===== src/hw/rtl/ngbl_pkg.sv =====
// shared types and constants for the n-gram backoff lookup
`default_nettype none
package ngbl_pkg;
    localparam int NODE_COUNT  = 65536;
    localparam int ARC_COUNT   = 262144;
    localparam int MAX_BACKOFF = 8;
    localparam int NODE_W = $clog2(NODE_COUNT);
    localparam int ARC_W  = $clog2(ARC_COUNT);
    localparam int LIM_W  = ARC_W + 1;
    localparam int BO_W   = $clog2(MAX_BACKOFF + 1);

    typedef enum logic [1:0] {
        REQ_ARC  = 2'd0,
        REQ_NODE = 2'd1,
        REQ_WALK = 2'd2,
        REQ_BAD  = 2'd3
    } t_req;

    localparam logic [1:0] ST_FOUND = 2'd0;
    localparam logic [1:0] ST_FINAL = 2'd1;
    localparam logic [1:0] ST_LIMIT = 2'd2;

    typedef struct packed {
        t_req               req;
        logic [ARC_W-1:0]   idx;
        logic [15:0]        sym;
        logic [15:0]        tgt;
        logic signed [31:0] esc;
        logic [LIM_W-1:0]   lim;
        logic [15:0]        node;
        logic signed [31:0] score;
    } t_cmd;

    function automatic logic signed [31:0] sat_add(logic signed [31:0] a,
                                                   logic signed [31:0] b);
        logic signed [32:0] s;
        s = {a[31], a} + {b[31], b};
        if (s[32] != s[31]) begin
            sat_add = s[32] ? 32'sh8000_0000 : 32'sh7fff_ffff;
        end else begin
            sat_add = s[31:0];
        end
    endfunction
endpackage
`default_nettype wire


===== src/hw/rtl/ngbl_front.sv =====
// request intake, classification and two-entry command queue
`default_nettype none
module ngbl_front (
    input  wire logic            i_clk,
    input  wire logic            i_rst_n,
    input  wire logic            i_valid,
    output logic                 o_ready,
    input  wire ngbl_pkg::t_cmd  i_cmd,
    output logic                 o_valid,
    input  wire logic            i_ready,
    output ngbl_pkg::t_cmd       o_cmd
);
    import ngbl_pkg::*;
    t_cmd       r_q [2];
    logic       r_wp, r_rp;
    logic [1:0] r_cnt;
    logic       push, pop, keep;

    // bad request types and out of range writes are dropped here
    always_comb begin
        keep = 1'b0;
        case (i_cmd.req)
            REQ_ARC:  keep = 1'b1;
            REQ_NODE: keep = (i_cmd.idx < ARC_W'(NODE_COUNT)) || (ARC_W <= NODE_W);
            REQ_WALK: keep = 1'b1;
            default:  keep = 1'b0;
        endcase
    end

    assign o_ready = (r_cnt != 2'd2);
    assign push    = i_valid && o_ready && keep;
    assign o_valid = (r_cnt != 2'd0);
    assign pop     = o_valid && i_ready;
    assign o_cmd   = r_q[r_rp];

    always_ff @(posedge i_clk) begin
        if (push) begin
            r_q[r_wp] <= i_cmd;
        end
        if (!i_rst_n) begin
            r_wp  <= 1'b0;
            r_rp  <= 1'b0;
            r_cnt <= 2'd0;
        end else begin
            if (push) r_wp <= ~r_wp;
            if (pop)  r_rp <= ~r_rp;
            r_cnt <= r_cnt + 2'(push) - 2'(pop);
        end
    end
endmodule
`default_nettype wire


===== config.mk =====
export PLATFORM = sky130hd
export DESIGN_NAME = ngbl_front
export DESIGN_NICKNAME = d
export VERILOG_FILES = /design/src/hw/rtl/ngbl_pkg.sv /design/src/hw/rtl/ngbl_front.sv
export SDC_FILE = /design/constraint.sdc
export NUM_CORES = 1
export LEC_CHECK = 0
export BUFFER_PORTS_ARGS = -buffer_cell sky130_fd_sc_hd__buf_2
export CORE_UTILIZATION = 52
export CTS_CLUSTER_SIZE = 8
export DETAILED_ROUTE_END_ITERATION = 10
export GPL_ROUTABILITY_DRIVEN = 0
export PLACE_DENSITY = 0.79
export SLEW_MARGIN = 10
export SYNTH_ARGS = -nofsm -noshare
export SYNTH_HDL_FRONTEND = slang
export SYNTH_SLANG_ARGS = --single-unit

===== constraint.sdc =====
create_clock -name i_clk -period 11.5 [get_ports i_clk]
set_input_delay 2.3 -clock i_clk [delete_from_list [all_inputs] [get_ports i_clk]]
set_output_delay 2.3 -clock i_clk [all_outputs]
set_load 0.01 [all_outputs]

== After elaboration in Yosys (flattened, before gate mapping) ==
Memory sizes are Yosys's and may differ from the RTL's. A register that Yosys moved wholly into a read port is not among the register bits.
Index checks and enable logic that the tools add are counted.

* Order comparisons: 1
* Eq/ne operators: 3
* Bitwise logic cells: 2
* Reduce and logical (&&, ||, !) cells: 6
* Add/subtract/negate cells: 2
* Mux-type cells: 5

{| class="wikitable"
|+ Operator list
! kind !! count
|-
| $lt 18x17->1 const B || 1
|-
| $mux 1 || 4
|-
| $logic_and 1x1->1 || 3
|-
| $add 2x1->2 || 1
|-
| $eq 2x1->1 const B || 1
|-
| $eq 2x2->1 const B || 1
|-
| $logic_not 2->1 || 1
|-
| $ne 2x2->1 const B || 1
|-
| $not 1->1 || 2
|-
| $pmux 1 s2 || 1
|-
| $reduce_bool 2->1 || 1
|-
| $reduce_or 2->1 || 1
|-
| $sub 2x1->2 || 1
|}

* Flip-flop bits (word level): 4
* Memories kept: 1
* RAM bits: 302
* Input port bits: 155
* Output and inout bits: 153

{| class="wikitable"
|+ Memory list
! name !! depth !! width !! rd ports !! clocked after memory_dff !! write ports !! RTL line !! text
|-
| r_q || 2 || 151 || 1 || 1 || 1 || ngbl_front.sv:14 || <nowiki>t_cmd r_q [2];</nowiki>
|}

== Depth between registers and ports, before layout ==
Gate-level depths: netlist of run 1.

* Depth in word-level cells: 6
* Mapped depth: 8

== Worst setup path before layout of run 1 ==
Ideal clock, no wire load.

* Kind: in2reg
* From: input i_cmd[150] (netlist name)
* To: memory r_q[0][0] (netlist name), enable pin
* Library setup time: 0.664 ns
* Required time: 10.836 ns
* Slack: 1.836 ns
* Stages: 3
* Arrival: 8.999 ns
* Path buffers: 0
* Path through: o31ai_1 -> nand3_1 -> nor2_1

* Cells in the longest elaborated chain, start to end: 6

{| class="wikitable"
|+ RTL lines
! what !! RTL line !! text
|-
| start, declared || ngbl_front.sv:8 || <nowiki>input wire ngbl_pkg::t_cmd i_cmd,</nowiki>
|-
| $eq 2x2->1 or $logic_not 2->1 (tied branches) || ngbl_front.sv:22 || <nowiki>case (i_cmd.req)</nowiki>
|-
| $reduce_or 2->1 (no source line) || -- ||
|-
| $pmux 1 s2 * || ngbl_front.sv:22 ||
|-
| $logic_and 1x1->1 * || ngbl_front.sv:31 || <nowiki>assign push = i_valid && o_ready && keep;</nowiki>
|-
| $mux 1 * || ngbl_front.sv:37 || <nowiki>if (push) begin</nowiki>
|-
| $mux 1 (implied by the code) * || ngbl_front.sv:38 || <nowiki>r_q[r_wp] <= i_cmd;</nowiki>
|-
| end, declared || ngbl_front.sv:14 ||
|}

Mark *: on every way between the ends. The rest lies on a longest branch, timed or not.

==> run summary, run 1 <==
Synth top cells by count: 302 x edfxtp_1, 90 x mux2_4, 61 x mux2_2, 11 x buf_6, 6 x buf_2
Setup tns final: 0 ns
Fillers: 1480
Capture point of the critical path: o_cmd[10]
Antenna violations before repair: 1
Area growth, synth to finish: 25.9%
Post-detailed-route count of antenna-violating nets: 0
R2R Path End: r_q[1][68]$_DFFE_PP_
Clk slew on worst S/H paths: 0.04 ns
Sequential element share of the synthesized area: 0.797
Top cells by area, synth: edfxtp_1 79%, mux2_4 12%, mux2_2 6.0%
Achievable frequency: 0.190 GHz
Placed instance count: 1072
Leak Pwr: 5.56 nW
Max clock buf depth: 3
Crit path largest cell delay: 0.95 ns
Routed via count: 5730
Rel. slew slack: 0.308
GRT Overall Usage: 0.179
Die Wd: 151 µm
Largest net degree at the start of global routing: 77
Ports: 308
FF-to-FF Start: r_cnt[0]$_SDFF_PN0_
Root buf cell: clkbuf_16
RSZ-0062 raised after global routing: false
Port Buffers: 307
Worst-margin pin slew: 1.04 ns
Sequential Area: 9170 µm²
Minimum clock period: 5.26 ns
Avg Synthesized Cell Area: 23.2 µm²
Final net count: 995
Detailed Route WL: 21.2 mm
R2R setup slack: 8.39 ns
Die Area: 22700 µm²
Commonest register cell after synthesis: edfxtp_1
Setup Skew: 0.00960 ns
Num rows: 54
Setup violators final: 0
TritonCTS Buffers: 44
Starting Density: 0.529
Max-cap violations: 0
Cell taking the most area after synthesis: edfxtp_1
Global-route wire length before repair: 30.3 mm
Synth warnings: 0
Worst vdd ir: 0.178 mV
Final count of pins violating max slew: 0
Most common cell in the netlist: edfxtp_1
Yosys cell types: 19
Arr. time, crit path: 2.96 ns
Hold crit path type: flip-flop to flip-flop
Number of synthesized flops with an enable pin: 302
Clock Latency Late Sink: 0.51 ns
Final std cells w/o fill: 1130
Cell area after synthesis: 11500 µm²
Share of cells above drive strength 1: 0.608
Dpl hpwl: 13.5 mm
Hold_buf cts: 0
Drt drc: 0
Synth Register Bits: 307
Hold_ws: 0.511 ns
DR vias/cell: 5.07
Critical Path End Type: output port
Aggregate global routing overflow: 0
Clock sink count: 307
DR WL/cell: 18.8 µm
Worst R2R Path Depth: 5
CP required: 9.20 ns
Post-CTS sizing: 0
Post-Synthesis Cells: 496
CTS tree: yes
Drt initial violations: 267
Pwr Density: 220 nW/µm²
Post-CTS setup buffer count: 0
Final hold violation count: 0
FFs w/ async S/R, synth: 0
Core Region: 21800 µm²
CP cell instances: buf_4, mux2_2, buf_2
Top cell type's share of synthesized area: 0.788
Finished Core Util: 0.666
Crit Path Class: flip-flop to output port
Crit-path slowest cell: dfxtp_4
Area of the multi-input gates: 2190 µm²
H-tree Lvls: 2
Die Ht: 151 µm
Vias in the first global route: 5888
Detailed Routing Iterations Pass 1: 4
Max Fanout on Critical Path: 66
Outcome: complete, no violations
CP Launch Type: flip-flop
Syn Nets: 653
Tcrit/Tclk final: 0.457
[area by class of cell]
| type | count | share of cell area |
|---|---|---|
| Clock inverter | 3 | 0.00173 |
| Clock buffer | 54 | 0.0801 |
| Sequential cell | 307 | 0.633 |
| Tap cell | 280 | 0.0242 |
| Timing Repair Buffer | 313 | 0.109 |
| Antenna cell | 1 | 0.000173 |
| Multi-Input combinational cell | 170 | 0.151 |
| Inverter | 2 | 0.000518 |
[worst min path at each step]
stage,startpoint,to,cells after the start
detailed placement,r_wp$_SDFFE_PN0P_,r_wp$_SDFFE_PN0P_,2
finish,r_wp$_SDFFE_PN0P_,r_wp$_SDFFE_PN0P_,2
CTS,r_wp$_SDFFE_PN0P_,r_wp$_SDFFE_PN0P_,2
floorplan,r_wp$_SDFFE_PN0P_,r_wp$_SDFFE_PN0P_,2
global route,r_wp$_SDFFE_PN0P_,r_wp$_SDFFE_PN0P_,2
global placement,r_wp$_SDFFE_PN0P_,r_wp$_SDFFE_PN0P_,2
[layout by cell type, fill, tap and decap left out, types with 2 or more instances in the layout]
cell         n
mux2_4      90
clkbuf_16   45
nor2b_1      2
and2_1       2
buf_4        6
nor2_4       2
inv_1        2
ha_1         2
xnor2_1      3
inv_6        2
nand2_1      2
edfxtp_1   302
clkbuf_1     9
dfxtp_1      4
mux2_2      61
buf_2      307
[layer usage]
metal | up-vias | GRT usage | wire, µm
met4 | 0 | 0.0765 | 534
met3 | 41 | 0.0648 | 1990
met5 | - | 0 | 0
li1 | 2646 | - | -
met2 | 276 | 0.308 | 10700
met1 | 2767 | 0.199 | 7990
[where the power goes]
group | total [mW] | leakage (nW) | internal [mW] | switching, mW
logic | 0.674 | 2.17 | 0.351 | 0.322
registers | 1.41 | 2.82 | 1.35 | 0.0568
clock network | 1.11 | 0.574 | 0.695 | 0.411
total | 3.19 | 5.56 | 2.40 | 0.790
[kinds of logic after synthesis]
group | after synthesis | synth area share
flip-flops | 307 | 0.797
multiplexers | 152 | 0.178
buffers and inverters | 19 | 0.0140
AND/OR/NAND/NOR | 11 | 0.00500
XOR/XNOR | 3 | 0.00228
AO/OA/AOI/OAI | 2 | 0.00131
adder cells (fa/ha/maj) | 2 | 0.00218
[state kept, by name (all words and copies together) (netlist names), named ones only]
name	flops
r_wp	1
r_cnt	2
r_q	302
r_rp	1
[metrics by stage]
stage               area [µm²]  power [mW]  setup slack (ns)
floorplan                11500        1.90              1.84
global placement         13300        2.10              6.12
detailed placement       13300        2.11              6.13
CTS                      14500        3.22              6.15
global route             14500        3.31              6.06
finish                   14500        3.19              6.24
[worst max-delay path, delay by kind of cell, from the launching register on]
family                 cells  cell delay, ns
multiplexers               1            0.44
buffers and inverters      2            0.99
flip-flops                 1            0.95
(Power assumes the default switching activity.)
==> run 2, diff against run 1 <==
- clock period: 11.5 -> 5.38 ns (I/O delays scaled with it)
==> run summary, run 2 (synthesis gave the netlist of run 1 again) <==
Outcome: complete, no violations (unchanged)
Critical Path End Type: output port (unchanged)
Dpl hpwl: 13.8 mm (was 13.5 mm)
Post-detailed-route count of antenna-violating nets: 0 (unchanged)
Sequential Area: 9170 µm² (unchanged)
Rel. slew slack: 0.382 (was 0.308)
Drt drc: 0 (unchanged)
Pwr Density: 469 nW/µm² (was 220 nW/µm²)
Port Buffers: 307 (unchanged)
Detailed Route WL: 21.4 mm (was 21.2 mm)
DR vias/cell: 5.04 (was 5.07)
Max clock buf depth: 3 (unchanged)
Post-DP Area: 13300 µm² (about the same)
Area of the multi-input gates: 2190 µm² (unchanged)
Clock Latency Late Sink: 0.52 ns (was 0.51 ns)
Hold_sp: r_wp$_SDFFE_PN0P_ (unchanged)
Routed via count: 5710 (was 5730)
GR Util met3: 0.0648 (unchanged)
Die Wd: 151 µm (unchanged)
Setup Skew: 0.0158 ns (was 0.00960 ns)
Final count of pins violating max slew: 0 (unchanged)
Post-CTS setup buffer count: 0 (unchanged)
Max Fanout on Critical Path: 47 (was 66)
Fillers: 1461 (was 1480)
Setup violators final: 0 (unchanged)
DR WL/cell: 18.9 µm (was 18.8 µm)
Clk slew on worst S/H paths: 0.05 ns (was 0.04 ns)
Die Area: 22700 µm² (unchanged)
Core Region: 21800 µm² (unchanged)
Regs by FF count: r_q x302, r_cnt x2 (unchanged)
Share of cells above drive strength 1: 0.610 (was 0.608)
Commonest non-fill, non-tap cell in the layout: buf_2 (unchanged)
Routing usage on met1: 0.209 (was 0.199)
Tcrit/Tclk final: 0.658
Final std cells w/o fill: 1132 (was 1130)
Starting Density: 0.529 (unchanged)
Cell family contributing the most delay on the critical path: flip-flops (was buffers and inverters)
Post-CTS sizing: 0 (unchanged)
Hold crit path type: flip-flop to flip-flop (unchanged)
Hold_buf cts: 0 (unchanged)
Num rows: 54 (unchanged)
GRT Overall Usage: 0.180 (was 0.179)
Antenna violations before repair: 5 (was 1)
Global-route wire length before repair: 30.6 mm (was 30.3 mm)
Final net count: 996 (was 995)
Most frequent cells in the layout: 307 x buf_2, 302 x edfxtp_1, 90 x mux2_4 (unchanged)
Crit path largest cell delay: 0.90 ns (was 0.95 ns)
CTS tree: yes (unchanged)
Max FFs per register: 302 (unchanged)
Worst vdd ir: 0.331 mV (was 0.178 mV)
Detailed Routing Iterations Pass 1: 4 (unchanged)
CP required: 4.30 ns (was 9.20 ns)
Worst-margin pin slew: 0.927 ns (was 1.04 ns)
Met2 usage: 0.300 (was 0.308)
Minimum clock period: 3.54 ns
Drt initial violations: 218 (was 267)
TritonCTS Buffers: 44 (unchanged)
Root buf cell: clkbuf_16 (unchanged)
Area growth, synth to finish: 26.3% (was 25.9%)
Achievable frequency: 0.282 GHz
Final hold violation count: 0 (unchanged)
Vias in the first global route: 5886 (was 5888)
CP cell instances: buf_4, mux2_2, buf_2 (unchanged)
Most Crowded Layer GR: met2 (unchanged)
Max-cap violations: 0 (unchanged)
Crit Path Class: flip-flop to output port (unchanged)
CP Launch Type: flip-flop (unchanged)
Placed instance count: 1073 (was 1072)
Leak Pwr: 5.57 nW (was 5.56 nW)
Hold_ws: 0.508 ns (was 0.511 ns)
Crit-path slowest cell: dfxtp_4 (unchanged)
FF-to-FF Start: r_cnt[0]$_SDFF_PN0_ (unchanged)
Aggregate global routing overflow: 0 (unchanged)
H-tree Lvls: 2 (unchanged)
Largest net degree at the start of global routing: 86 (was 77)
Clock sink count: 307 (unchanged)
RSZ-0062 raised after global routing: false (unchanged)
Top reg by flops: r_q (unchanged)
Ports: 308 (unchanged)
Arr. time, crit path: 2.46 ns (was 2.96 ns)
Final instance area: 14500 µm² (about the same)
Die Ht: 151 µm (unchanged)
CP bufs+invs: 2 (unchanged)
run 2: cell count changes in the layout (fill, tap and decap cells not counted):
cell      delta
diode_2      +3
buf_12       +3
buf_4        -2
clkbuf_1     -2
run 2: worst paths after layout:
check / end / slack, ns / cells after the start
max: o_cmd[49] / 1.84 / 3
min: r_wp$_SDFFE_PN0P_ / 0.51 / 2
max reg2reg: r_q[1][66]$_DFFE_PP_ / 3.17 / 4
min reg2reg: r_wp$_SDFFE_PN0P_ / 0.51 / 2
run 2: per-layer routing:
layer  vias up  routed length (µm)  part of all wire
met1      2762                8220              0.38
met3        51                1950             0.091
met2       247               10600              0.50
met5         -                  13           0.00061
li1       2648                   -                 -
met4         2                 626             0.029
run 2: power breakdown:
part	total (mW)	internal [mW]	switching, mW	leakage (nW)
sequential	3.00	2.88	0.116	2.82
combinational	1.46	0.761	0.700	2.18
clock	2.36	1.48	0.878	0.572
total	6.82	5.12	1.69	5.57
run 2: worst reg2reg max path, delay by kind of cell, from the launching register on:
family        cells  cell delay, ns
buf+inv           1            0.72
simple gates      3            0.69
flops             1            0.36
run 2: cell type report:
type                    count  area share
diodes                      4    0.000689
clock buffers              52      0.0793
clock inverters             3     0.00172
inverters                   2    0.000517
multi-input cells         170       0.151
flip-flops and latches    307       0.631
well taps                 280      0.0241
repair buffers            314       0.112
run 2: through the flow:
stage	TNS (ns)	util	total power, mW	worst slack, ns
final	0	0.668	6.82	1.84
after detailed placement	0	0.613	4.52	2.23
after global placement	0	0.613	4.49	2.28
after floorplan	-160.48	-	4.04	-0.532
after global routing	0	0.668	7.10	1.70
after CTS	0	0.667	6.90	1.78
